File: src/hdl/rmsp_pkg.sv
// Package for the route message stream parser: phase encoding, field tags,
// status codes, register indexes and the shared result and config types.
// No dependencies.
package rmsp_pkg;

  localparam int DEFAULT_MAX_NEXTHOPS = 16;

  localparam logic [15:0] HDR_BYTES   = 16'd10;
  localparam logic [7:0]  MARK_BYTE   = 8'd254;
  localparam int          WEIGHT_BIT  = 2;       // flag value 0x04
  localparam logic [31:0] V4_MAX_PLEN = 32'd32;
  localparam logic [31:0] V6_MAX_PLEN = 32'd128;

  typedef enum logic [4:0] {
    PH_HDR, PH_TYPE, PH_INST, PH_FLAGS, PH_MSG, PH_SAFI, PH_FAM, PH_PLEN,
    PH_PFX, PH_NHG, PH_NHCNT, PH_NHVRF, PH_NHTYPE, PH_NHFLAGS, PH_GW,
    PH_IFX, PH_WEIGHT, PH_DONE
  } phase_t;

  localparam logic [4:0] TAG_VRF        = 5'd0;
  localparam logic [4:0] TAG_COMMAND    = 5'd1;
  localparam logic [4:0] TAG_TYPE       = 5'd2;
  localparam logic [4:0] TAG_INSTANCE   = 5'd3;
  localparam logic [4:0] TAG_FLAGS      = 5'd4;
  localparam logic [4:0] TAG_MESSAGE    = 5'd5;
  localparam logic [4:0] TAG_SAFI       = 5'd6;
  localparam logic [4:0] TAG_FAMILY     = 5'd7;
  localparam logic [4:0] TAG_PREFIXLEN  = 5'd8;
  localparam logic [4:0] TAG_PREFIXBYTE = 5'd9;
  localparam logic [4:0] TAG_NHG        = 5'd10;
  localparam logic [4:0] TAG_NHCOUNT    = 5'd11;
  localparam logic [4:0] TAG_NHTYPE     = 5'd12;
  localparam logic [4:0] TAG_NHFLAGS    = 5'd13;
  localparam logic [4:0] TAG_GWBYTE     = 5'd14;
  localparam logic [4:0] TAG_IFINDEX    = 5'd15;
  localparam logic [4:0] TAG_STATUS     = 5'd16;

  localparam logic [3:0] ST_OK          = 4'd0;
  localparam logic [3:0] ST_SHORT       = 4'd1;
  localparam logic [3:0] ST_BAD_LENGTH  = 4'd2;
  localparam logic [3:0] ST_BAD_HEADER  = 4'd3;
  localparam logic [3:0] ST_TR_ROUTE    = 4'd4;
  localparam logic [3:0] ST_BAD_PREFIX  = 4'd5;
  localparam logic [3:0] ST_TR_NHG      = 4'd6;
  localparam logic [3:0] ST_BAD_COUNT   = 4'd7;
  localparam logic [3:0] ST_TR_NHHDR    = 4'd8;
  localparam logic [3:0] ST_TR_ADDR     = 4'd9;
  localparam logic [3:0] ST_TR_WEIGHT   = 4'd10;

  localparam logic [7:0] NH_IFINDEX    = 8'd1;
  localparam logic [7:0] NH_GATEWAY    = 8'd2;
  localparam logic [7:0] NH_GATEWAY_IF = 8'd3;

  localparam logic [2:0] REG_EXPECTED_VERSION = 3'd0;
  localparam logic [2:0] REG_NHG_MASK         = 3'd1;
  localparam logic [2:0] REG_NHLIST_MASK      = 3'd2;
  localparam logic [2:0] REG_NH_LIMIT         = 3'd3;
  localparam logic [2:0] REG_IPV4_CODE        = 3'd4;
  localparam logic [2:0] REG_IPV6_CODE        = 3'd5;

  localparam int FIFO_DEPTH = 4;

  typedef struct packed {
    logic [4:0]  tag;
    logic [31:0] value;
    logic [3:0]  index;
    logic [3:0]  nexthop;
    logic [3:0]  status;
    logic        last;
  } result_t;

  typedef struct packed {
    logic [7:0]  expected_version;
    logic [31:0] nhg_mask;
    logic [31:0] nhlist_mask;
    logic [4:0]  nh_limit;
    logic [7:0]  ipv4_code;
    logic [7:0]  ipv6_code;
  } cfg_t;

  // Status given when the payload ends inside a field of this phase.
  function automatic logic [3:0] trunc_code(input phase_t ph);
    logic [3:0] code;
    case (ph)
      PH_TYPE, PH_INST, PH_FLAGS, PH_MSG, PH_SAFI, PH_FAM, PH_PLEN: code = ST_TR_ROUTE;
      PH_PFX:                          code = ST_BAD_PREFIX;
      PH_NHG:                          code = ST_TR_NHG;
      PH_NHCNT:                        code = ST_BAD_COUNT;
      PH_NHVRF, PH_NHTYPE, PH_NHFLAGS: code = ST_TR_NHHDR;
      PH_GW, PH_IFX:                   code = ST_TR_ADDR;
      PH_WEIGHT:                       code = ST_TR_WEIGHT;
      default:                         code = ST_OK;
    endcase
    return code;
  endfunction

endpackage

File: src/hdl/rmsp_parser.sv
// Byte-level field parser: holds the parse state and turns one byte into
// up to two results (a decoded field and the end-of-buffer status).
// Depends on rmsp_pkg.
module rmsp_parser #(
  parameter int MAX_NEXTHOPS = rmsp_pkg::DEFAULT_MAX_NEXTHOPS
) (
  input  logic             clk,
  input  logic             rst,
  input  logic             accept,
  input  logic [7:0]       data_byte,
  input  logic             end_of_buffer,
  input  rmsp_pkg::cfg_t   cfg,
  output rmsp_pkg::result_t result0,
  output rmsp_pkg::result_t result1,
  output logic [1:0]       result_count,
  output logic             at_start
);
  import rmsp_pkg::*;

  localparam int CW = $clog2(MAX_NEXTHOPS + 1);
  localparam logic [15:0] MaxNh = 16'(MAX_NEXTHOPS);

  phase_t        phase, phase_next;
  logic [15:0]   byte_position, byte_position_next;
  logic [15:0]   message_length, message_length_next;
  logic [31:0]   field_accumulator, field_accumulator_next;
  logic [4:0]    field_bytes_left, field_bytes_left_next;
  logic [7:0]    route_family, route_family_next;
  logic [7:0]    prefix_length, prefix_length_next;
  logic [31:0]   message_bits, message_bits_next;
  logic [15:0]   nexthops_total, nexthops_total_next;
  logic [CW-1:0] nexthop_counter, nexthop_counter_next;
  logic [7:0]    nexthop_type, nexthop_type_next;
  logic [7:0]    nexthop_flags, nexthop_flags_next;
  logic [3:0]    error_code, error_code_next;

  logic [31:0] acc_shift;
  logic [4:0]  bl_dec;
  logic [4:0]  gw_size;
  logic [5:0]  pfx_total;
  logic [15:0] lim;
  logic [CW-1:0] cnt_inc;
  logic [31:0] nh_wide;
  logic        is4, is6;
  logic        field_valid;
  result_t     field_res, status_res;
  logic [3:0]  status;

  always_comb begin
    phase_next             = phase;
    byte_position_next     = byte_position;
    message_length_next    = message_length;
    field_accumulator_next = field_accumulator;
    field_bytes_left_next  = field_bytes_left;
    route_family_next      = route_family;
    prefix_length_next     = prefix_length;
    message_bits_next      = message_bits;
    nexthops_total_next    = nexthops_total;
    nexthop_counter_next   = nexthop_counter;
    nexthop_type_next      = nexthop_type;
    nexthop_flags_next     = nexthop_flags;
    error_code_next        = error_code;
    field_valid            = 1'b0;
    field_res              = '0;
    status_res             = '0;
    status                 = ST_OK;

    acc_shift = {field_accumulator[23:0], data_byte};
    bl_dec    = (field_bytes_left != 5'd0) ? field_bytes_left - 5'd1 : 5'd0;
    gw_size   = (route_family == cfg.ipv4_code) ? 5'd4 : 5'd16;
    pfx_total = 6'((9'(prefix_length) + 9'd7) >> 3);
    lim       = (16'(cfg.nh_limit) < MaxNh) ? 16'(cfg.nh_limit) : MaxNh;
    cnt_inc   = nexthop_counter + 1'b1;
    nh_wide   = 32'(nexthop_counter);
    is4       = (route_family == cfg.ipv4_code);
    is6       = (route_family == cfg.ipv6_code);

    if (error_code == ST_OK && phase != PH_DONE) begin
      if (phase == PH_HDR) begin
        case (byte_position)
          16'd0: field_accumulator_next = 32'(data_byte);
          16'd1: begin
            message_length_next = {field_accumulator[7:0], data_byte};
            if ({field_accumulator[7:0], data_byte} < HDR_BYTES) begin
              error_code_next = ST_BAD_LENGTH;
            end
          end
          16'd2: if (data_byte != MARK_BYTE) error_code_next = ST_BAD_HEADER;
          16'd3: if (data_byte != cfg.expected_version) error_code_next = ST_BAD_HEADER;
          16'd4: field_accumulator_next = 32'(data_byte);
          16'd5, 16'd6: field_accumulator_next = acc_shift;
          16'd7: begin
            field_valid     = 1'b1;
            field_res.tag   = TAG_VRF;
            field_res.value = acc_shift;
          end
          16'd8: field_accumulator_next = 32'(data_byte);
          16'd9: begin
            field_valid            = 1'b1;
            field_res.tag          = TAG_COMMAND;
            field_res.value        = 32'({field_accumulator[7:0], data_byte});
            phase_next             = PH_TYPE;
            field_bytes_left_next  = 5'd1;
            field_accumulator_next = '0;
          end
          default: phase_next = PH_DONE;
        endcase
      end else begin
        if (phase == PH_PFX) begin
          field_valid     = 1'b1;
          field_res.tag   = TAG_PREFIXBYTE;
          field_res.value = 32'(data_byte);
          field_res.index = 4'(pfx_total - {1'b0, field_bytes_left});
        end else if (phase == PH_GW) begin
          field_valid       = 1'b1;
          field_res.tag     = TAG_GWBYTE;
          field_res.value   = 32'(data_byte);
          field_res.index   = 4'(gw_size - field_bytes_left);
          field_res.nexthop = nh_wide[3:0];
        end
        field_accumulator_next = acc_shift;
        field_bytes_left_next  = bl_dec;
        if (bl_dec == 5'd0) begin
          // The field is complete: act on its value and pick the next one.
          case (phase)
            PH_TYPE, PH_INST, PH_FLAGS, PH_MSG, PH_SAFI, PH_FAM: begin
              field_valid            = 1'b1;
              field_res.value        = acc_shift;
              field_accumulator_next = '0;
              case (phase)
                PH_TYPE: begin
                  field_res.tag = TAG_TYPE;
                  phase_next = PH_INST; field_bytes_left_next = 5'd2;
                end
                PH_INST: begin
                  field_res.tag = TAG_INSTANCE;
                  phase_next = PH_FLAGS; field_bytes_left_next = 5'd4;
                end
                PH_FLAGS: begin
                  field_res.tag = TAG_FLAGS;
                  phase_next = PH_MSG; field_bytes_left_next = 5'd4;
                end
                PH_MSG: begin
                  field_res.tag = TAG_MESSAGE;
                  message_bits_next = acc_shift;
                  phase_next = PH_SAFI; field_bytes_left_next = 5'd1;
                end
                PH_SAFI: begin
                  field_res.tag = TAG_SAFI;
                  phase_next = PH_FAM; field_bytes_left_next = 5'd1;
                end
                default: begin
                  field_res.tag = TAG_FAMILY;
                  route_family_next = acc_shift[7:0];
                  phase_next = PH_PLEN; field_bytes_left_next = 5'd1;
                end
              endcase
            end
            PH_PLEN: begin
              prefix_length_next = acc_shift[7:0];
              field_valid        = 1'b1;
              field_res.tag      = TAG_PREFIXLEN;
              field_res.value    = acc_shift;
              if ((!is4 && !is6) || (is4 && acc_shift > V4_MAX_PLEN) ||
                  (is6 && acc_shift > V6_MAX_PLEN)) begin
                error_code_next = ST_BAD_PREFIX;
              end else if (acc_shift != 32'd0) begin
                phase_next             = PH_PFX;
                field_bytes_left_next  = 5'((acc_shift[8:0] + 9'd7) >> 3);
                field_accumulator_next = '0;
              end else if ((message_bits & cfg.nhg_mask) != 32'd0) begin
                phase_next = PH_NHG; field_bytes_left_next = 5'd4;
                field_accumulator_next = '0;
              end else if ((message_bits & cfg.nhlist_mask) != 32'd0) begin
                phase_next = PH_NHCNT; field_bytes_left_next = 5'd2;
                field_accumulator_next = '0;
              end else begin
                phase_next = PH_DONE;
              end
            end
            PH_PFX, PH_NHG: begin
              if (phase == PH_NHG) begin
                field_valid     = 1'b1;
                field_res.tag   = TAG_NHG;
                field_res.value = acc_shift;
              end
              if (phase == PH_PFX && (message_bits & cfg.nhg_mask) != 32'd0) begin
                phase_next = PH_NHG; field_bytes_left_next = 5'd4;
                field_accumulator_next = '0;
              end else if ((message_bits & cfg.nhlist_mask) != 32'd0) begin
                phase_next = PH_NHCNT; field_bytes_left_next = 5'd2;
                field_accumulator_next = '0;
              end else begin
                phase_next = PH_DONE;
              end
            end
            PH_NHCNT: begin
              nexthops_total_next = acc_shift[15:0];
              field_valid         = 1'b1;
              field_res.tag       = TAG_NHCOUNT;
              field_res.value     = 32'(acc_shift[15:0]);
              if (acc_shift[15:0] > lim) begin
                error_code_next = ST_BAD_COUNT;
              end else begin
                nexthop_counter_next = '0;
                if (acc_shift[15:0] != 16'd0) begin
                  phase_next = PH_NHVRF; field_bytes_left_next = 5'd4;
                  field_accumulator_next = '0;
                end else begin
                  phase_next = PH_DONE;
                end
              end
            end
            PH_NHVRF: begin
              phase_next = PH_NHTYPE; field_bytes_left_next = 5'd1;
              field_accumulator_next = '0;
            end
            PH_NHTYPE: begin
              nexthop_type_next = acc_shift[7:0];
              field_valid       = 1'b1;
              field_res.tag     = TAG_NHTYPE;
              field_res.value   = acc_shift;
              field_res.nexthop = nh_wide[3:0];
              phase_next = PH_NHFLAGS; field_bytes_left_next = 5'd1;
              field_accumulator_next = '0;
            end
            PH_NHFLAGS, PH_GW, PH_IFX, PH_WEIGHT: begin
              if (phase == PH_NHFLAGS) begin
                nexthop_flags_next = acc_shift[7:0];
                field_valid        = 1'b1;
                field_res.tag      = TAG_NHFLAGS;
                field_res.value    = acc_shift;
                field_res.nexthop  = nh_wide[3:0];
              end else if (phase == PH_IFX) begin
                field_valid        = 1'b1;
                field_res.tag      = TAG_IFINDEX;
                field_res.value    = acc_shift;
                field_res.nexthop  = nh_wide[3:0];
              end
              if (phase == PH_NHFLAGS && nexthop_type == NH_IFINDEX) begin
                phase_next = PH_IFX; field_bytes_left_next = 5'd4;
                field_accumulator_next = '0;
              end else if (phase == PH_NHFLAGS && (nexthop_type == NH_GATEWAY ||
                           nexthop_type == NH_GATEWAY_IF)) begin
                phase_next = PH_GW; field_bytes_left_next = gw_size;
                field_accumulator_next = '0;
              end else if (phase == PH_GW && nexthop_type == NH_GATEWAY_IF) begin
                phase_next = PH_IFX; field_bytes_left_next = 5'd4;
                field_accumulator_next = '0;
              end else if (phase != PH_WEIGHT &&
                           ((phase == PH_NHFLAGS) ? acc_shift[WEIGHT_BIT]
                                                  : nexthop_flags[WEIGHT_BIT])) begin
                phase_next = PH_WEIGHT; field_bytes_left_next = 5'd8;
                field_accumulator_next = '0;
              end else begin
                // This nexthop is finished; start the next one or stop.
                nexthop_counter_next = cnt_inc;
                if (16'(cnt_inc) < nexthops_total) begin
                  phase_next = PH_NHVRF; field_bytes_left_next = 5'd4;
                  field_accumulator_next = '0;
                end else begin
                  phase_next = PH_DONE;
                end
              end
            end
            default: phase_next = PH_DONE;
          endcase
        end
      end
      if (error_code_next == ST_OK && phase_next != PH_HDR && phase_next != PH_DONE &&
          (17'(byte_position) + 17'd1) == 17'(message_length_next)) begin
        error_code_next = trunc_code(phase_next);
      end
    end

    byte_position_next = (byte_position != 16'hFFFF) ? byte_position + 16'd1
                                                      : byte_position;

    if (end_of_buffer) begin
      if (byte_position_next < HDR_BYTES) begin
        status = ST_SHORT;
      end else if (message_length_next < HDR_BYTES ||
                   byte_position_next < message_length_next) begin
        status = ST_BAD_LENGTH;
      end else begin
        status = error_code_next;
      end
      status_res.tag    = TAG_STATUS;
      status_res.value  = 32'(status);
      status_res.status = status;
      status_res.last   = 1'b1;
      phase_next             = PH_HDR;
      byte_position_next     = '0;
      message_length_next    = '0;
      field_accumulator_next = '0;
      field_bytes_left_next  = '0;
      route_family_next      = '0;
      prefix_length_next     = '0;
      message_bits_next      = '0;
      nexthops_total_next    = '0;
      nexthop_counter_next   = '0;
      nexthop_type_next      = '0;
      nexthop_flags_next     = '0;
      error_code_next        = '0;
    end
  end

  always_comb begin
    result0      = field_valid ? field_res : status_res;
    result1      = status_res;
    result_count = 2'(field_valid) + 2'(end_of_buffer);
  end

  assign at_start = (byte_position == 16'd0) && (phase == PH_HDR);

  always_ff @(posedge clk) begin
    if (rst) begin
      phase             <= PH_HDR;
      byte_position     <= '0;
      message_length    <= '0;
      field_accumulator <= '0;
      field_bytes_left  <= '0;
      route_family      <= '0;
      prefix_length     <= '0;
      message_bits      <= '0;
      nexthops_total    <= '0;
      nexthop_counter   <= '0;
      nexthop_type      <= '0;
      nexthop_flags     <= '0;
      error_code        <= '0;
    end else if (accept) begin
      phase             <= phase_next;
      byte_position     <= byte_position_next;
      message_length    <= message_length_next;
      field_accumulator <= field_accumulator_next;
      field_bytes_left  <= field_bytes_left_next;
      route_family      <= route_family_next;
      prefix_length     <= prefix_length_next;
      message_bits      <= message_bits_next;
      nexthops_total    <= nexthops_total_next;
      nexthop_counter   <= nexthop_counter_next;
      nexthop_type      <= nexthop_type_next;
      nexthop_flags     <= nexthop_flags_next;
      error_code        <= error_code_next;
    end
  end

endmodule

File: src/hdl/rmsp_result_fifo.sv
// Small result queue: takes up to two results per cycle, gives one while out_ready is high.
// Depends on rmsp_pkg.
module rmsp_result_fifo (
  input  logic              clk,
  input  logic              rst,
  input  logic [1:0]        push_count,
  input  rmsp_pkg::result_t push0,
  input  rmsp_pkg::result_t push1,
  output logic              has_room,
  output logic              out_valid,
  input  logic              out_ready,
  output rmsp_pkg::result_t head,
  output logic [2:0]        fill
);
  import rmsp_pkg::*;

  result_t    mem [FIFO_DEPTH];
  logic [1:0] rd_ptr, wr_ptr;
  logic [2:0] count;
  logic       pop;

  assign pop       = out_valid && out_ready;
  assign out_valid = (count != 3'd0);
  assign head      = mem[rd_ptr];
  assign has_room  = (count <= 3'(FIFO_DEPTH - 2));
  assign fill      = count;

  always_ff @(posedge clk) begin
    if (push_count != 2'd0) mem[wr_ptr] <= push0;
    if (push_count == 2'd2) mem[wr_ptr + 2'd1] <= push1;
  end

  always_ff @(posedge clk) begin
    if (rst) begin
      rd_ptr <= '0;
      wr_ptr <= '0;
      count  <= '0;
    end else begin
      wr_ptr <= wr_ptr + push_count;
      rd_ptr <= rd_ptr + 2'(pop);
      count  <= count + 3'(push_count) - 3'(pop);
    end
  end

endmodule

File: src/hdl/route_message_stream_parser.sv
// Top level of the route message stream parser: configuration registers,
// byte parser and result queue. Depends on rmsp_pkg, rmsp_parser and
// rmsp_result_fifo.
//
// The block takes a routing-message buffer one byte per transfer and gives
// back tagged field results. Each byte is decoded in the cycle in which it
// is accepted, so a byte can be accepted in every clock cycle while the
// queue has room. A byte gives zero, one or two results (a decoded field
// and, on the byte flagged end_of_buffer, the final status with last set).
// Results wait in a four-entry queue; input is taken while the queue has
// room for two more results, which keeps one result per cycle flowing when
// the consumer is always ready. The results of a byte are registered in
// the queue and reach the output in order. Fields of a buffer are valid
// only when its status result reads zero. Configuration writes take effect
// at once and should be made only while no buffer is in flight.
module route_message_stream_parser #(
  parameter int MAX_NEXTHOPS = rmsp_pkg::DEFAULT_MAX_NEXTHOPS
) (
  input  logic        clk,
  input  logic        rst,
  input  logic        write_enable,
  input  logic [2:0]  register_index,
  input  logic [31:0] write_data,
  input  logic        in_valid,
  output logic        in_ready,
  input  logic [7:0]  data_byte,
  input  logic        end_of_buffer,
  output logic        out_valid,
  input  logic        out_ready,
  output logic [4:0]  field_tag,
  output logic [31:0] field_value,
  output logic [3:0]  byte_index,
  output logic [3:0]  nexthop_number,
  output logic [3:0]  status_code,
  output logic        last
);
  import rmsp_pkg::*;

  cfg_t       cfg;
  logic       accept;
  result_t    res0, res1, head;
  logic [1:0] res_count;
  logic       at_start;
  logic [2:0] fill;

  // Configuration registers; a write to an unknown index is dropped.
  always_ff @(posedge clk) begin
    if (rst) begin
      cfg.expected_version <= 8'd6;
      cfg.nhg_mask         <= 32'd32;
      cfg.nhlist_mask      <= 32'd1;
      cfg.nh_limit         <= 5'd16;
      cfg.ipv4_code        <= 8'd2;
      cfg.ipv6_code        <= 8'd10;
    end else if (write_enable) begin
      case (register_index)
        REG_EXPECTED_VERSION: cfg.expected_version <= write_data[7:0];
        REG_NHG_MASK:         cfg.nhg_mask         <= write_data;
        REG_NHLIST_MASK:      cfg.nhlist_mask      <= write_data;
        REG_NH_LIMIT:         cfg.nh_limit         <= write_data[4:0];
        REG_IPV4_CODE:        cfg.ipv4_code        <= write_data[7:0];
        REG_IPV6_CODE:        cfg.ipv6_code        <= write_data[7:0];
        default: ;
      endcase
    end
  end

  // A byte is decoded in the cycle of its transfer.
  assign accept = in_valid && in_ready;

  rmsp_parser #(.MAX_NEXTHOPS(MAX_NEXTHOPS)) u_parser (
    .clk          (clk),
    .rst          (rst),
    .accept       (accept),
    .data_byte    (data_byte),
    .end_of_buffer(end_of_buffer),
    .cfg          (cfg),
    .result0      (res0),
    .result1      (res1),
    .result_count (res_count),
    .at_start     (at_start)
  );

  rmsp_result_fifo u_fifo (
    .clk       (clk),
    .rst       (rst),
    .push_count(accept ? res_count : 2'd0),
    .push0     (res0),
    .push1     (res1),
    .has_room  (in_ready),
    .out_valid (out_valid),
    .out_ready (out_ready),
    .head      (head),
    .fill      (fill)
  );

  assign field_tag      = head.tag;
  assign field_value    = head.value;
  assign byte_index     = head.index;
  assign nexthop_number = head.nexthop;
  assign status_code    = head.status;
  assign last           = head.last;

  // The queue never holds more than its depth.
  assert property (@(posedge clk) disable iff (rst) fill <= 3'(FIFO_DEPTH))
    else $error("result queue overflow");

  // After the last byte of a buffer the parser is back at its start.
  assert property (@(posedge clk) disable iff (rst)
    accept && end_of_buffer |=> at_start)
    else $error("parser not cleared after end of buffer");

  // Only the status result is marked last.
  assert property (@(posedge clk) disable iff (rst)
    out_valid && last |-> field_tag == TAG_STATUS)
    else $error("last set on a field result");

  // A byte that gives a status also empties the queue only in order: with
  // the queue empty, a last-byte transfer shows a result next cycle.
  assert property (@(posedge clk) disable iff (rst)
    accept && end_of_buffer && fill == 3'd0 |=> out_valid)
    else $error("status result lost");

endmodule
File: config.mk
export PLATFORM = sky130hd
export DESIGN_NAME = route_message_stream_parser
export DESIGN_NICKNAME = d
export VERILOG_FILES = /design/src/hdl/rmsp_pkg.sv /design/src/hdl/rmsp_parser.sv /design/src/hdl/rmsp_result_fifo.sv /design/src/hdl/route_message_stream_parser.sv
export SDC_FILE = /design/constraint.sdc
export NUM_CORES = 1
export LEC_CHECK = 0
export BUFFER_PORTS_ARGS = -buffer_cell sky130_fd_sc_hd__buf_4
export CELL_PAD_IN_SITES_DETAIL_PLACEMENT = 1
export CELL_PAD_IN_SITES_GLOBAL_PLACEMENT = 2
export CORE_MARGIN = 1.5
export CORE_UTILIZATION = 38
export DETAILED_ROUTE_END_ITERATION = 10
export PLACE_DENSITY = 0.76
export SLEW_MARGIN = 20
export SYNTH_ARGS = -nofsm -noshare
export SYNTH_HDL_FRONTEND = slang
export SYNTH_SLANG_ARGS = --single-unit
File: constraint.sdc
create_clock -name clk -period 5.15 [get_ports clk]
set_input_delay 0 -clock clk [delete_from_list [all_inputs] [get_ports clk]]
set_output_delay 0 -clock clk [all_outputs]
set_load 0.02 [all_outputs]
==> results of run 1 <==
## kinds of logic (layout without fill, tap and decap cells)
| group | count (synthesis) | after routing | share of synthesized area |
|---|---|---|---|
| XOR/XNOR | 68 | 68 | 0.02837 |
| flip-flops | 443 | 443 | 0.4397 |
| buffers and inverters | 196 | 340 | 0.03565 |
| adder cells (fa/ha/maj) | 47 | 47 | 0.02861 |
| AO/OA/AOI/OAI | 615 | 615 | 0.1845 |
| AND/OR/NAND/NOR | 962 | 962 | 0.2048 |
| multiplexers | 103 | 103 | 0.07839 |
## worst min-delay path by stage
stage	start	to	slack, ns	cells after the start
floorplan	write_data[1]	cfg[1]	0.12	2
global placement	write_data[10]	cfg[31]	0.26	3
detailed placement	write_data[22]	cfg[75]	0.27	3
CTS	in_valid	u_parser.message_length[15]	0.009	5
global route	in_valid	u_parser.message_length[15]	0.04	5
finish	in_valid	u_parser.message_length[15]	0.03	5
## timing repair
item                                   CTS  global route
buffers inserted                         0             0
resized for setup                        0             3
endpoints found under the hold margin  155             0
hold buffers                            45             0
setup endpoints to repair                0           175
## worst min-delay path, cell delays in order
cell and delay (ns):
sky130_fd_sc_hd__buf_4 0.08, sky130_fd_sc_hd__nand2_1 0.04, sky130_fd_sc_hd__buf_4 0.24, sky130_fd_sc_hd__a2bb2oi_1 0.17
sky130_fd_sc_hd__nor2_1 0.05
## registers in the layout, indices dropped and copies added, names as in the netlist
| name | flops |
|---|---|
| u_fifo.mem | 196 |
| cfg | 93 |
| u_parser.message_bits | 32 |
| u_parser.field_accumulator | 24 |
| u_parser.byte_position | 16 |
| u_parser.message_length | 16 |
| u_parser.nexthops_total | 16 |
| u_parser.nexthop_type | 8 |
| u_parser.route_family | 8 |
| u_parser.prefix_length | 7 |
| u_parser.field_bytes_left | 5 |
| u_parser.nexthop_counter | 5 |
| u_parser.phase | 5 |
| u_parser.error_code | 4 |
| u_fifo.fill | 3 |
| u_fifo.rd_ptr | 2 |
| u_fifo.wr_ptr | 2 |
| u_parser.nexthop_flags | 1 |
## layout make-up
cell class                      instances  area [um^2]
Inverter                               38        142.6
Tap cell                              696        870.8
Multi-Input combinational cell       1795        11040
Sequential cell                       443         9231
Clock buffer                           75         1518
Timing Repair Buffer                  210         1713
Fill cell                            6295        29500
Clock inverter                         17        225.2
## routing by layer
| metal | vias to the layer above | GRT usage |
|---|---|---|
| li1 | 8868 | - |
| met1 | 9542 | 0.3674 |
| met2 | 365 | 0.4460 |
| met3 | 87 | 0.02996 |
| met4 | 0 | 0.06924 |
| met5 | - | 0 |
## layout by cell type, fill, tap and decap left out, types with 29 or more instances in the layout
| cell | netlist | routed |
|---|---|---|
| sky130_fd_sc_hd__xnor2_1 | 47 | 47 |
| sky130_fd_sc_hd__mux4_2 | 49 | 49 |
| sky130_fd_sc_hd__inv_1 | 36 | 36 |
| sky130_fd_sc_hd__a22oi_1 | 87 | 87 |
| sky130_fd_sc_hd__dfxtp_1 | 407 | 405 |
| sky130_fd_sc_hd__dlygate4sd3_1 | 0 | 45 |
| sky130_fd_sc_hd__buf_4 | 1 | 161 |
| sky130_fd_sc_hd__ha_1 | 44 | 44 |
| sky130_fd_sc_hd__nand2_1 | 478 | 478 |
| sky130_fd_sc_hd__clkbuf_16 | 0 | 52 |
| sky130_fd_sc_hd__nor2b_1 | 32 | 32 |
| sky130_fd_sc_hd__mux2i_1 | 53 | 53 |
| sky130_fd_sc_hd__a21oi_1 | 181 | 181 |
| sky130_fd_sc_hd__nand3_1 | 30 | 30 |
| sky130_fd_sc_hd__and3_1 | 31 | 31 |
| sky130_fd_sc_hd__a22o_1 | 52 | 52 |
| sky130_fd_sc_hd__nor3_1 | 29 | 29 |
| sky130_fd_sc_hd__o21ai_0 | 159 | 159 |
| sky130_fd_sc_hd__edfxtp_1 | 36 | 36 |
| sky130_fd_sc_hd__nor2_1 | 228 | 222 |
## power by group through the flow
| stage | clock (W) | sequential (W) | combinational, W |
|---|---|---|---|
| floorplan | 0 | 0.00368 | 0.000997 |
| global placement | 0 | 0.00372 | 0.00151 |
| detailed placement | 0 | 0.00373 | 0.00153 |
| CTS | 0.00383 | 0.00365 | 0.00156 |
| global route | 0.00397 | 0.00367 | 0.00168 |
| finish | 0.00376 | 0.00365 | 0.00156 |
## metrics by stage
step / utilization / hold WS, ns / cell area, um^2
3_3_place_gp: 0.4155 / 0.2574 / 22540
3_5_place_dp: 0.4155 / 0.2694 / 22540
4_1_cts: 0.4560 / 0.008653 / 24730
6_report: 0.4562 / 0.02990 / 24740
2_1_floorplan: - / 0.1209 / 20990
5_1_grt: 0.4562 / 0.03957 / 24740
==> flow_results.org, run 1 <==
** Placed design
- At the end of routability-driven placement, the weighted congestion stood at ~0.92.
- Buffers placed on the I/O ports in this run total 100.
- HPWL reported at the end of detailed placement :: about 53 mm
- Dpl cells :: 3137
- Timing analysis after detailed placement gives a worst setup slack of about 0.28 ns.

** Die
- Measured along the x axis, the die boundary spans about 240 um.
- The die is 238.0 um tall.
- For this configuration, the core starts out at a cell density of 0.3870.
- The initialized floorplan defines 85 standard-cell rows.
- Floorplan core area :: 54240 um^2
- The floorplan step defined a die boundary enclosing roughly 57000 um^2.
- Number of top-level pins :: between 100 and 150

** Hold path
- The path class of the tightest hold or removal check is in2reg.

** Timing
- Final setup violation count :: 0
- The worst path in the final design needs a cycle of slightly below 5 ns, including I/O delays and setup.
- Summed over all failing endpoints, the final setup total negative slack is 0 ns.
- The clock arrives with approximately 0.023 ns of skew.
- For the pin with the worst max-slew slack, the measured transition is about 1.1 ns.
- Final number of hold-violating endpoints :: 0
- The worst pin sits at a relative slew slack of 0.2619.
- Timing would allow up to around 200 MHz.
- Once routing completed, OpenROAD measured the worst setup slack at between 0.2 and 0.25 ns.
- Of the available clock period, the critical path in the final layout requires 0.9521.
- Slew Limit Fails :: 0
- Setup repair after global routing could not meet its margin everywhere.

** Synth
- After synthesis, the cell types taking the most area are sky130_fd_sc_hd__dfxtp_1, sky130_fd_sc_hd__nand2_1, sky130_fd_sc_hd__mux4_2.
- For this run, the number of Yosys warnings is 0.
- Ranking of synthesized cells by instance count :: sky130_fd_sc_hd__nand2_1, sky130_fd_sc_hd__dfxtp_1, sky130_fd_sc_hd__nor2_1
- sky130_fd_sc_hd__dfxtp_1 takes more of the synthesized area than any other cell.
- In this run, synthesis produced a sequential element count of approximately 440.
- Main flop type after synthesis :: sky130_fd_sc_hd__dfxtp_1
- After synthesis, the share of flip-flops with an asynchronous set or reset is 0.
- Distinct cell type count of the synthesized netlist :: 87
- Syn Inst Count :: 2434
- Post-Syn Nets :: 2529
- By instance count, the leading cell after synthesis is sky130_fd_sc_hd__nand2_1.
- Of the synthesized area, sequential elements account for 0.4397.
- Mean instance size in the synthesized netlist :: approximately 8.6 um^2
- The mapped netlist covers 20990 um^2.
- Number of flops mapped to enable cells by yosys :: 36
- The share of synthesized area in the top cell type comes to 0.3882.

** Critical path
- Worst-path cell chain :: ha_1 > nand3_1 > nor4_1 > nand3_1 > nand2_1 > ha_1 > a21o_1 > a21o_1 > a221o_1 > a21oi_1 > nand2_1 > o211a_1 > nor2b_1 > o21a_1 > a41oi_1 > nor2_1 > a31o_1
- The setup check on the worst reg-to-reg path leaves a slack of between 0.2 and 0.25 ns.
- In this design, the stage delay of the slowest critical-path cell is around 0.5 ns.
- For the worst setup path, the data required time is ~5.5 ns.
- STA classifies the critical path endpoint as a register.
- Following the worst setup path forward leads to its endpoint at u_fifo.mem[1][15].
- Counting both buffers and inverters, the worst setup path holds a total of 0.
- Launching point of the worst reg2reg path :: u_parser.byte_position[0]
- The critical path crosses 17 cells after its start point.
- In this run the worst path has a maximum fanout of 10.
- The number of cells on the worst reg-to-reg path is 17.
- The worst setup path is of the reg2reg kind.
- Startpoint type of the worst setup path :: register
- In this run the critical register-to-register path is captured at u_fifo.mem[1][15].
- STA puts the critical path data arrival time at approximately 5.3 ns.
- The cell family contributing the most delay on the critical path is compound AO/OA/AOI/OAI gates.
- First element of the critical path :: u_parser.byte_position[0]
- The slowest stage of the critical path is the sky130_fd_sc_hd__nor4_1 cell.

** Power and ir drop
- Of the total power, registers draw 0.407.
- Power spread over the standard cell area amounts to 362.7 nW/um^2.
- In this run the power spent charging and discharging nets is ~0.0026 W.
- Worst VDD drop :: around 0.32 mV
- The share of total power dissipated in combinational logic is 0.174.
- The share of total power dissipated in the clock network is 0.419.
- Leakage :: ~9.2 nW
- The design draws 0.008974 W.
- Of the total power, the share spent switching nets is 0.2904.
- Cell internal power was estimated by the tool at about 0.0064 W.

** Global route
- Summed over all layers, the global routing overflow is 0.
- GRT Total Usage :: 0.2671
- Global-route wire length before repair :: between 100 and 150 mm
- Largest net degree at the start of global routing :: between 100 and 150
- Initial antenna violation count :: 2
- The number of global-route vias before repair came to roughly 19000.

** Final layout
- At the end of the flow, the number of nets in the layout was about 2600.
- Of the cells placed in the final design, the portion with a size suffix greater than 1 is 0.1288.
- The number of antenna diodes in the final layout is 0.
- Number of standard cells in the layout, taps in and fillers out :: roughly 3300
- Relative to the synthesized area, the layout overhead comes to 17.88%.

** Drt
- After detailed routing, the number of vias per cell comes to 5.761.
- After detailed routing, the met3 layer carries about 2.9 mm of wire.
- Across all layers, the routed design uses ~19000 vias.
- Met1 routed wirelength after detailed routing :: ~35 mm
- Wire segments on met2 add up to about 36 mm in the final route.
- Total Routed Length :: ~76 mm
- Wirelength per Cell :: roughly 23 um
- Violation count after the first detailed-route iteration :: 1215
- The pre-antenna-repair detailed-routing pass consisted of 5 iterations.
- After detailed routing, the number of remaining DRC violations is 0.
- Highest Signal Layer :: met4
- The detail route stage leaves a number of antenna-violating nets equal to 0.

** Clock network
- Cell chosen for the clock root :: sky130_fd_sc_hd__clkbuf_16
- Clock slew at reported path FFs :: approximately 0.06 ns
- TritonCTS Buffers :: 50
- Num Clock Sinks :: ~440
- CTS max path bufs :: 3
- At the later pin of the worst-skew pair, clock insertion delay measures 0.61 ns.
- TritonCTS built the clock tree.
- CTS H-Tree Depth :: 2

** Flow run
- Across the run, the number of max-cap violations was 0.

** Outcome
- The run finished with clean final reports.
No activity file was read; power rests on OpenSTA's default activity.
==> inputs of run 2 (changes only) <==
- clock period: 5.15 -> 5.4 ns (I/O delays scaled with it)
==> run 2 against run 1 <==
Non-clock buffer count is 2 lower; cell count down 0.18%; sequential share of layout area increased by 0.15 points; register-to-register slack improved by 0.04 ns; flip-flop and latch count stayed put; utilization decreased by 0.18 points; largest cell class unchanged.
==> flow_results.org, run 2 (same netlist as run 1, synthesis figures left out) <==
** Drt
- The average wire per standard cell came to 22.86 um (was 23.22 um).
- Violation count after the first detailed-route iteration :: 1275 (was 1215)
- Number of vias per cell after detailed routing :: 5.724 (was 5.761)
- The detailed-route via count is 18706 (was 18862).
- The total routed wirelength was 74.72 mm (was 76.04 mm).
- Number of routed nets with antenna violations :: 0 (unchanged)
- The remaining routing DRC violations was 0 (unchanged).
- The number of iterations in the first detailed-routing pass is 5 (unchanged).

** Global route
- Global-route wire length before repair :: 114.6 mm (was 117.6 mm)
- Total gr overflow :: 0 (unchanged)
- The number of antenna violations at the first check in global routing is 5 (was 2).
- The global router's overall resource usage came to 0.2609 (was 0.2671).
- Vias in the first global route :: 19062 (was 19237)
- The pin count of the biggest net entering global routing was 211 (was 139).

** Power and ir drop
- Worst VDD drop :: 0.2077 mV (was 0.3225 mV)
- The proportion of power drawn by combinational gates was 0.176 (was 0.174).
- The clock network fraction of design power is 0.405 (was 0.419).
- Pwr/cell area :: 337.7 nW/um^2 (was 362.7 nW/um^2)
- The leakage power figure is 9.083 nW (was 9.197 nW).
- The switching part of the total came to 0.2910 (was 0.2904).
- The power share of the sequential group was 0.419 (was 0.407).
- The switching power of the nets is 0.002422 W (was 0.002606 W).
- Cell internal power dissipation :: 0.005901 W (was 0.006368 W)
- Post-layout power :: 0.008323 W (was 0.008974 W)

** Critical path
- Data required, critical path :: 5.74 ns (was 5.52 ns)
- The worst path buffer plus inverter count is 0 (unchanged).
- The maximum cell stage delay along the critical path is 0.63 ns (was 0.50 ns).
- The depth of the worst register-to-register path came to 17 (unchanged).
- The critical path class is reg2reg (unchanged).
- CP arrival :: 5.46 ns (was 5.27 ns)
- The path length in cells of the critical path was 17 (unchanged).
- CP max-delay cell :: sky130_fd_sc_hd__or4_1 (was sky130_fd_sc_hd__nor4_1)
- The sort of element at the end of the critical path is a register (unchanged).
- The setup slack of the most critical reg-to-reg path is 0.28 ns (was 0.25 ns).
- CP top delay family :: simple AND/OR/NAND/NOR gates (was compound AO/OA/AOI/OAI gates)
- Worst-path cell chain :: ha_2 > nand3_1 > or4_1 > xor2_1 > nand2_1 > ha_1 > or4_1 > a21oi_1 > o21ai_0 > a21oi_1 > nand2_1 > o211a_1 > nor2b_1 > o21a_1 > a41oi_2 > nor2_1 > a31o_1 (was ha_1 > nand3_1 > nor4_1 > nand3_1 > nand2_1 > ha_1 > a21o_1 > a21o_1 > a221o_1 > a21oi_1 > nand2_1 > o211a_1 > nor2b_1 > o21a_1 > a41oi_1 > nor2_1 > a31o_1)
- Startpoint type of the worst setup path :: register (unchanged)
- Critical-path maximum fanout :: 9 (was 10)

** Die
- The vertical die dimension was 238.0 um (unchanged).
- The die outline width is 238.0 um (unchanged).
- Die area :: 56660 um^2 (unchanged)
- Effective utilization at floorplan :: 0.3870 (unchanged)
- Number of standard-cell rows in the floorplan :: 85 (unchanged)
- Number of top-level pins :: 101 (unchanged)
- Floorplan core area :: 54240 um^2 (unchanged)

** Timing
- Worst Skew :: 0.01545 ns (was 0.02283 ns)
- The summed negative setup slack over all endpoints was 0 ns (unchanged).
- Slew Limit Fails :: 0 (unchanged)
- The final count of negative-setup-slack endpoints is 0 (unchanged).
- Final critical-path share of the clock period :: 0.9474 (was 0.9521)
- Final number of hold-violating endpoints :: 0 (unchanged)
- The worst relative slew slack was 0.2758 (was 0.2619).
- The fmax was 195.5 MHz (was 203.9 MHz).
- Hold slack final :: 0.1388 ns (was 0.02990 ns)
- Actual slew at the worst max-slew pin :: 1.078 ns (was 1.098 ns)
- RSZ-0062 raised after global routing: no (was yes).
- The final period demand of the worst path was 5.116 ns (was 4.903 ns).

** Clock network
- The count of H-tree levels built during CTS was 2 (unchanged).
- CTS max path bufs :: 3 (unchanged)
- Clock slew at reported path FFs :: 0.07 ns (was 0.06 ns)
- TritonCTS clock tree :: built (unchanged)
- Count of buffers added by post-CTS timing repair for setup :: 0 (unchanged)
- The latest clock arrival within the worst-skew pair is 0.60 ns (was 0.61 ns).
- The total CTS buffers is 49 (was 50).
- The root cell of the clock tree is sky130_fd_sc_hd__clkbuf_16 (unchanged).
- The clock net sink count was 443 (unchanged).

** Placed design
- Global placement routability congestion :: 0.9135 (was 0.9217)
- Port Buffer Count :: 100 (unchanged)
- The total half-perimeter wirelength after legalization and detailed placement came to 52.52 mm (was 53.25 mm).

** Final layout
- Leading registers by flop count :: u_fifo.mem: 196 flops, cfg: 93 flops, u_parser.message_bits: 32 flops (unchanged)
- Commonest non-fill, non-tap cell in the layout :: sky130_fd_sc_hd__nand2_1 (unchanged)
- The area growth from synthesis to layout is 17.42% (was 17.88%).
- Commonest non-fill, non-tap cells in the layout :: sky130_fd_sc_hd__nand2_1, sky130_fd_sc_hd__dfxtp_1, sky130_fd_sc_hd__nor2_1, sky130_fd_sc_hd__a21oi_1, sky130_fd_sc_hd__o21ai_0 (was sky130_fd_sc_hd__nand2_1, sky130_fd_sc_hd__dfxtp_1, sky130_fd_sc_hd__nor2_1, sky130_fd_sc_hd__a21oi_1, sky130_fd_sc_hd__buf_4)
- The number of flip-flops under the largest register name is 196 (unchanged).
- Share of post-route cells with drive strength above 1 :: 0.1229 (was 0.1288)
- Ant. Diodes :: 0 (unchanged)
- Net count of the finished layout :: 2630 (was 2633)
- The end-of-flow core utilization was 0.4544 (was 0.4562).
- The register name with the most flops is u_fifo.mem (unchanged).
- The number of filler cells placed in the layout came to 6272 (was 6295).

** Outcome
- Run status :: finished clean (unchanged)

** Hold path
- The worst hold path depth is 3 (was 5).
- The worst min-delay path class was in2reg (unchanged).

** Flow run
- Maximum capacitance violations :: 0 (unchanged)
-- run 2: changes by cell type in the layout (fill, tap and decap cells not counted), moves of 2 or more --
cell                            change
sky130_fd_sc_hd__clkbuf_8           -6
sky130_fd_sc_hd__dlygate4sd3_1      +8
sky130_fd_sc_hd__clkinv_1           +3
sky130_fd_sc_hd__buf_6              -2
sky130_fd_sc_hd__clkinvlp_4         +2
sky130_fd_sc_hd__clkinv_2           -4
sky130_fd_sc_hd__nor2_4             +2
sky130_fd_sc_hd__clkbuf_1           +3
sky130_fd_sc_hd__buf_4              -8
sky130_fd_sc_hd__nor2_2             -2
-- run 2: per-stage QoR --
| stage | worst slack [ns] | area [um^2] | std cells |
|---|---|---|---|
| after floorplan | 0.8207 | 20990 | 2434 |
| after global placement | 0.1767 | 22470 | 3127 |
| after detailed placement | 0.1499 | 22480 | 3127 |
| after CTS | 0.1196 | 24620 | 3268 |
| after global routing | 0.01037 | 24650 | 3268 |
| final | 0.2839 | 24650 | 3268 |
-- run 2: worst reg2reg max path: stages (launching register included) --
cell	delay, ns
sky130_fd_sc_hd__dfxtp_1	0.53
sky130_fd_sc_hd__ha_2	0.36
sky130_fd_sc_hd__nand3_1	0.28
sky130_fd_sc_hd__or4_1	0.64
sky130_fd_sc_hd__xor2_1	0.38
sky130_fd_sc_hd__nand2_1	0.13
sky130_fd_sc_hd__ha_1	0.20
sky130_fd_sc_hd__or4_1	0.51
sky130_fd_sc_hd__a21oi_1	0.12
sky130_fd_sc_hd__o21ai_0	0.17
sky130_fd_sc_hd__a21oi_1	0.23
sky130_fd_sc_hd__nand2_1	0.08
sky130_fd_sc_hd__o211a_1	0.29
sky130_fd_sc_hd__nor2b_1	0.21
sky130_fd_sc_hd__o21a_1	0.13
sky130_fd_sc_hd__a41oi_2	0.31
sky130_fd_sc_hd__nor2_1	0.11
sky130_fd_sc_hd__a31o_1	0.20
-- run 2: final timing paths --
| kind | startpoint | end |
|---|---|---|
| hold / removal | end_of_buffer | u_parser.field_bytes_left[0] |
| hold reg to reg | u_fifo.mem[1][19] | u_fifo.mem[1][19] |
| setup / recovery | u_parser.byte_position[0] | u_fifo.mem[1][15] |
| setup reg to reg | u_parser.byte_position[0] | u_fifo.mem[1][15] |
-- run 2: power groups by stage --
| stage | clock network, W | logic [W] | registers (W) |
|---|---|---|---|
| floorplan | 0 | 0.000950 | 0.00351 |
| global placement | 0 | 0.00140 | 0.00355 |
| detailed placement | 0 | 0.00143 | 0.00356 |
| CTS | 0.00344 | 0.00146 | 0.00349 |
| global route | 0.00357 | 0.00158 | 0.00350 |
| finish | 0.00337 | 0.00146 | 0.00349 |
-- run 2: final cells by class --
| cell class | instances | area [um^2] | area share |
|---|---|---|---|
| Clock buffer | 71 | 1421 | 0.05767 |
| Clock inverter | 17 | 190.2 | 0.007716 |
| Inverter | 38 | 142.6 | 0.005787 |
| Multi-Input combinational cell | 1795 | 11080 | 0.4496 |
| Sequential cell | 443 | 9231 | 0.3745 |
| Tap cell | 696 | 870.8 | 0.03533 |
| Timing Repair Buffer | 208 | 1710 | 0.06939 |
-- run 2: per-layer routing --
metal	global-route usage	up-vias	part of all wire	wire, um
met2	0.4346	364	0.47	35280
met3	0.03818	112	0.040	2966
met4	0.07115	0	0.025	1844
met1	0.3527	9404	0.46	34630
met5	0	-	0	0
li1	-	8826	-	-
-- run 2: repair_timing --
item                                   4_1_cts  5_1_grt
setup endpoints to repair                    0      119
hold buffers                                53        0
resized for setup                            0        3
endpoints found under the hold margin      158        0
==> inputs of run 3 (changes only) <==
- clock period: 5.4 -> 5.35 ns (I/O delays scaled with it)
==> run 3 against run 2 <==
Design area grew 0.21%; flip-flop and latch count did not move; hold slack worse by 0.097 ns; cell count about the same; fmax up 3.5%; register-to-register slack better by 0.12 ns; non-clock buffer count fell by 2; via count rose by 0.65%; combinational power up 3%; wire length is essentially flat; largest power group is now the clock network.
==> flow_results.org, run 3 (same netlist as run 1, synthesis figures left out) <==
** Power and ir drop
- Cell internal power dissipation :: 0.006091 W (was 0.005901 W)
- The cell area power density was 346.9 nW/um^2 (was 337.7 nW/um^2).
- The clock network fraction of design power came to 0.415 (was 0.405).
- The proportion of power drawn by combinational gates was 0.175 (was 0.176).
- The worst ir drop on vdd is 0.2246 mV (was 0.2077 mV).
- The power share of the sequential group is 0.410 (was 0.419).
- The switching part of the total is 0.2891 (was 0.2910).
- The leakage power figure is 9.159 nW (was 9.083 nW).
- The switching power of the nets was 0.002477 W (was 0.002422 W).

** Final layout
- Commonest non-fill, non-tap cells in the layout :: sky130_fd_sc_hd__nand2_1, sky130_fd_sc_hd__dfxtp_1, sky130_fd_sc_hd__nor2_1, sky130_fd_sc_hd__a21oi_1 (was sky130_fd_sc_hd__nand2_1, sky130_fd_sc_hd__dfxtp_1, sky130_fd_sc_hd__nor2_1, sky130_fd_sc_hd__a21oi_1, sky130_fd_sc_hd__o21ai_0)
- Layout fillers :: 6325 (was 6272)
- Net count of the finished layout :: 2629 (was 2630)
- Max reg flops :: 196 (unchanged)
- The final cell count without fillers was 3270 (was 3268).
- Leading registers by flop count :: u_fifo.mem: 196 flops, cfg: 93 flops, u_parser.message_bits: 32 flops (unchanged)
- Largest reg by FF count :: u_fifo.mem (unchanged)
- Area used by sequential logic in the layout :: 9231 um^2 (unchanged)
- The total inserted antenna cells is 0 (unchanged).
- Share of post-route cells with drive strength above 1 :: 0.1278 (was 0.1229)
- The leading cell type in the layout, fill and taps excluded was sky130_fd_sc_hd__nand2_1 (unchanged).
- Fin area :: 24700 um^2 (was 24650 um^2)
- The total area of multi-input combinational cells is 11060 um^2 (was 11080 um^2).
- The area growth from synthesis to layout came to 17.67% (was 17.42%).

** Clock network
- The register clock-pin slew on the reported worst setup and hold paths came to 0.06 ns (was 0.07 ns).
- CTS H-Tree Depth :: 2 (unchanged)
- Count of buffers added by post-CTS timing repair for setup :: 0 (unchanged)
- TritonCTS Buffers :: 50 (was 49)
- Cell chosen for the clock root :: sky130_fd_sc_hd__clkbuf_16 (unchanged)
- CTS max path bufs :: 3 (unchanged)
- The latest clock arrival within the worst-skew pair is 0.61 ns (was 0.60 ns).
- TritonCTS clock tree :: built (unchanged)
- The clock net sink count came to 443 (unchanged).

** Timing
- Final setup violation count :: 0 (unchanged)
- The worst relative slew slack is 0.2788 (was 0.2758).
- The final period demand of the worst path is 4.944 ns (was 5.116 ns).
- Worst Skew :: 0.03136 ns (was 0.01545 ns)
- Final critical-path share of the clock period :: 0.9242 (was 0.9474)
- The fmax came to 202.3 MHz (was 195.5 MHz).
- The final max-slew violation count came to 0 (unchanged).
- Actual slew at the worst max-slew pin :: 1.072 ns (was 1.078 ns)
- RSZ-0062 raised after global routing :: yes (was no)
- Final number of hold-violating endpoints :: 0 (unchanged)

** Die
- Number of top-level pins :: 101 (unchanged)
- The standard-cell row count came to 85 (unchanged).
- Floorplan core area :: 54240 um^2 (unchanged)
- Die area :: 56660 um^2 (unchanged)
- Vertical die dimension :: 238.0 um (unchanged)
- Die Width :: 238.0 um (unchanged)
- Effective utilization at floorplan :: 0.3870 (unchanged)

** Critical path
- Critical register-to-register path endpoint :: u_fifo.mem[0][15] (was u_fifo.mem[1][15])
- Worst-path cell chain: inv_1 > ha_1 > xnor2_1 > a31o_2 > and4_1 > nand2_1 > a21oi_1 > nand3_1 > or2_1 > ha_1 > nor2_1 > a21oi_1 > nor3_1 > a21oi_1 > nor2_1 > a21o_1 (was ha_2 > nand3_1 > or4_1 > xor2_1 > nand2_1 > ha_1 > or4_1 > a21oi_1 > o21ai_0 > a21oi_1 > nand2_1 > o211a_1 > nor2b_1 > o21a_1 > a41oi_2 > nor2_1 > a31o_1).
- The setup slack of the most critical reg-to-reg path came to 0.41 ns (was 0.28 ns).
- The worst path required time was 5.72 ns (was 5.74 ns).
- The startpoint of the worst-slack reg-to-reg timing path was u_parser.field_bytes_left[0] (was u_parser.byte_position[0]).
- The first element of the critical path is u_parser.field_bytes_left[0] (was u_parser.byte_position[0]).
- The library cell contributing the largest single delay on the critical path is sky130_fd_sc_hd__a21oi_1 (was sky130_fd_sc_hd__or4_1).
- CP most frequent cell :: sky130_fd_sc_hd__a21oi_1
- The maximum cell stage delay along the critical path is 0.59 ns (was 0.63 ns).
- Buf/Inv on CP :: 1 (was 0)
- The maximum net fanout on the critical path came to 10 (was 9).
- CP top delay family :: compound AO/OA/AOI/OAI gates (was simple AND/OR/NAND/NOR gates)
- Startpoint type of the worst setup path :: register (unchanged)
- Type of the worst setup path :: reg2reg (unchanged)
- R2r worst-path depth :: 16 (was 17)
- The sort of element at the end of the critical path was a register (unchanged).
- CP arrival :: 5.31 ns (was 5.46 ns)

** Placed design
- Dpl cells :: 3132 (was 3127)
- Area after DPL :: 22500 um^2 (was 22480 um^2)
- The final weighted congestion in routability-driven placement is 0.9080 (was 0.9135).
- The total half-perimeter wirelength after legalization and detailed placement was 52.37 mm (was 52.52 mm).
- Port Buffer Count :: 100 (unchanged)

** Hold path
- The worst hold path depth came to 5 (was 3).
- The endpoint of the worst hold path was u_parser.message_length[12] (was u_parser.field_bytes_left[0]).
- Beginning of the worst hold path :: in_valid (was end_of_buffer)
- The worst min-delay path class is in2reg (unchanged).

** Outcome
- Run status :: finished clean (unchanged)

** Flow run
- The max-cap check violation count is 0 (unchanged).

** Drt
- The number of design-rule violations left by the first detailed-router iteration came to 1098 (was 1275).
- DRC Markers :: 0 (unchanged)
- The remaining antenna violation count after routing came to 0 (unchanged).
- The detailed-route via count is 18827 (was 18706).
- The number of iterations in the first detailed-routing pass is 5 (unchanged).
- Number of vias per cell after detailed routing :: 5.757 (was 5.724)
- The average wire per standard cell is 22.85 um (was 22.86 um).
- Total Routed Length :: 74.72 mm (about the same)

** Global route
- Global-route wire length before repair :: 116.2 mm (was 114.6 mm)
- GRT Total Usage :: 0.2626 (was 0.2609)
- The pin count of the biggest net entering global routing is 123 (was 211).
- Total gr overflow :: 0 (unchanged)
- The number of antenna violations at the first check in global routing is 4 (was 5).
- The number of global-route vias before repair came to 19187 (was 19062).
==> run 3: cell types whose count changed in the layout (fill, tap and decap cells not counted), sizes merged <==
cell         before  now
clkinv           11   10
buf             155  160
clkinvlp          3    1
inv              38   39
dlygate4sd3      53   46
clkbuf           71   77
==> run 3: timing repair <==
| item | CTS | global route |
|---|---|---|
| hold endpoints to repair | 145 | 0 |
| resized for setup | 0 | 0 |
| setup endpoints to repair | 0 | 1 |
| hold buffers | 46 | 0 |
==> run 3: layout make-up <==
cell class | instances | share of cell area
clock buffers | 77 | 0.06206
well taps | 696 | 0.03526
clock inverters | 15 | 0.007953
flip-flops and latches | 443 | 0.3738
repair buffers | 206 | 0.06743
multi-input cells | 1795 | 0.4478
inverters | 38 | 0.005775
==> run 3: per-layer routing <==
| layer | share of wire | vias up | GRT usage |
|---|---|---|---|
| li1 | - | 8856 | - |
| met1 | 0.47 | 9474 | 0.3630 |
| met2 | 0.47 | 383 | 0.4344 |
| met3 | 0.041 | 114 | 0.02776 |
| met4 | 0.025 | 0 | 0.07518 |
| met5 | 0 | - | 0 |
==> run 3: power by group through the flow <==
stage | Clock, W | Combinational, W | Sequential, W
2_1_floorplan | 0 | 0.000959 | 0.00354
3_3_place_gp | 0 | 0.00144 | 0.00358
3_5_place_dp | 0 | 0.00147 | 0.00359
4_1_cts | 0.00364 | 0.00150 | 0.00351
5_1_grt | 0.00377 | 0.00161 | 0.00353
6_report | 0.00355 | 0.00150 | 0.00351
==> run 3: how the worst max path moves through the flow <==
stage	end	slack, ns	depth (start not counted)
after global placement	u_fifo.mem[0][14]	0.56	14
after floorplan	u_fifo.mem[1][15]	0.77	19
after detailed placement	u_fifo.mem[1][15]	0.50	17
final	u_fifo.mem[0][15]	0.41	16
after CTS	u_fifo.fill[2]	0.48	21
after global routing	u_fifo.mem[0][15]	-0.003	17
==> run 3: tightest hold or removal path: cells and delay by family <==
kind,cells,cell delay [ns]
compound gates,1,0.17
buf+inv,2,0.31
simple gates,2,0.09
==> run 3: metrics by stage <==
step / hold WS [ns] / total power [W] / worst slack [ns] / setup TNS, ns / utilization
global placement: 0.2570 / 0.005023 / 0.5613 / 0 / 0.4147
CTS: 0.01348 / 0.008649 / 0.4801 / 0 / 0.4552
floorplan: 0.1209 / 0.004503 / 0.7707 / 0 / -
finish: 0.04222 / 0.008568 / 0.4057 / 0 / 0.4554
global route: 0.08674 / 0.008915 / -0.003010 / -0.003010 / 0.4554
detailed placement: 0.2680 / 0.005053 / 0.4988 / 0 / 0.4148
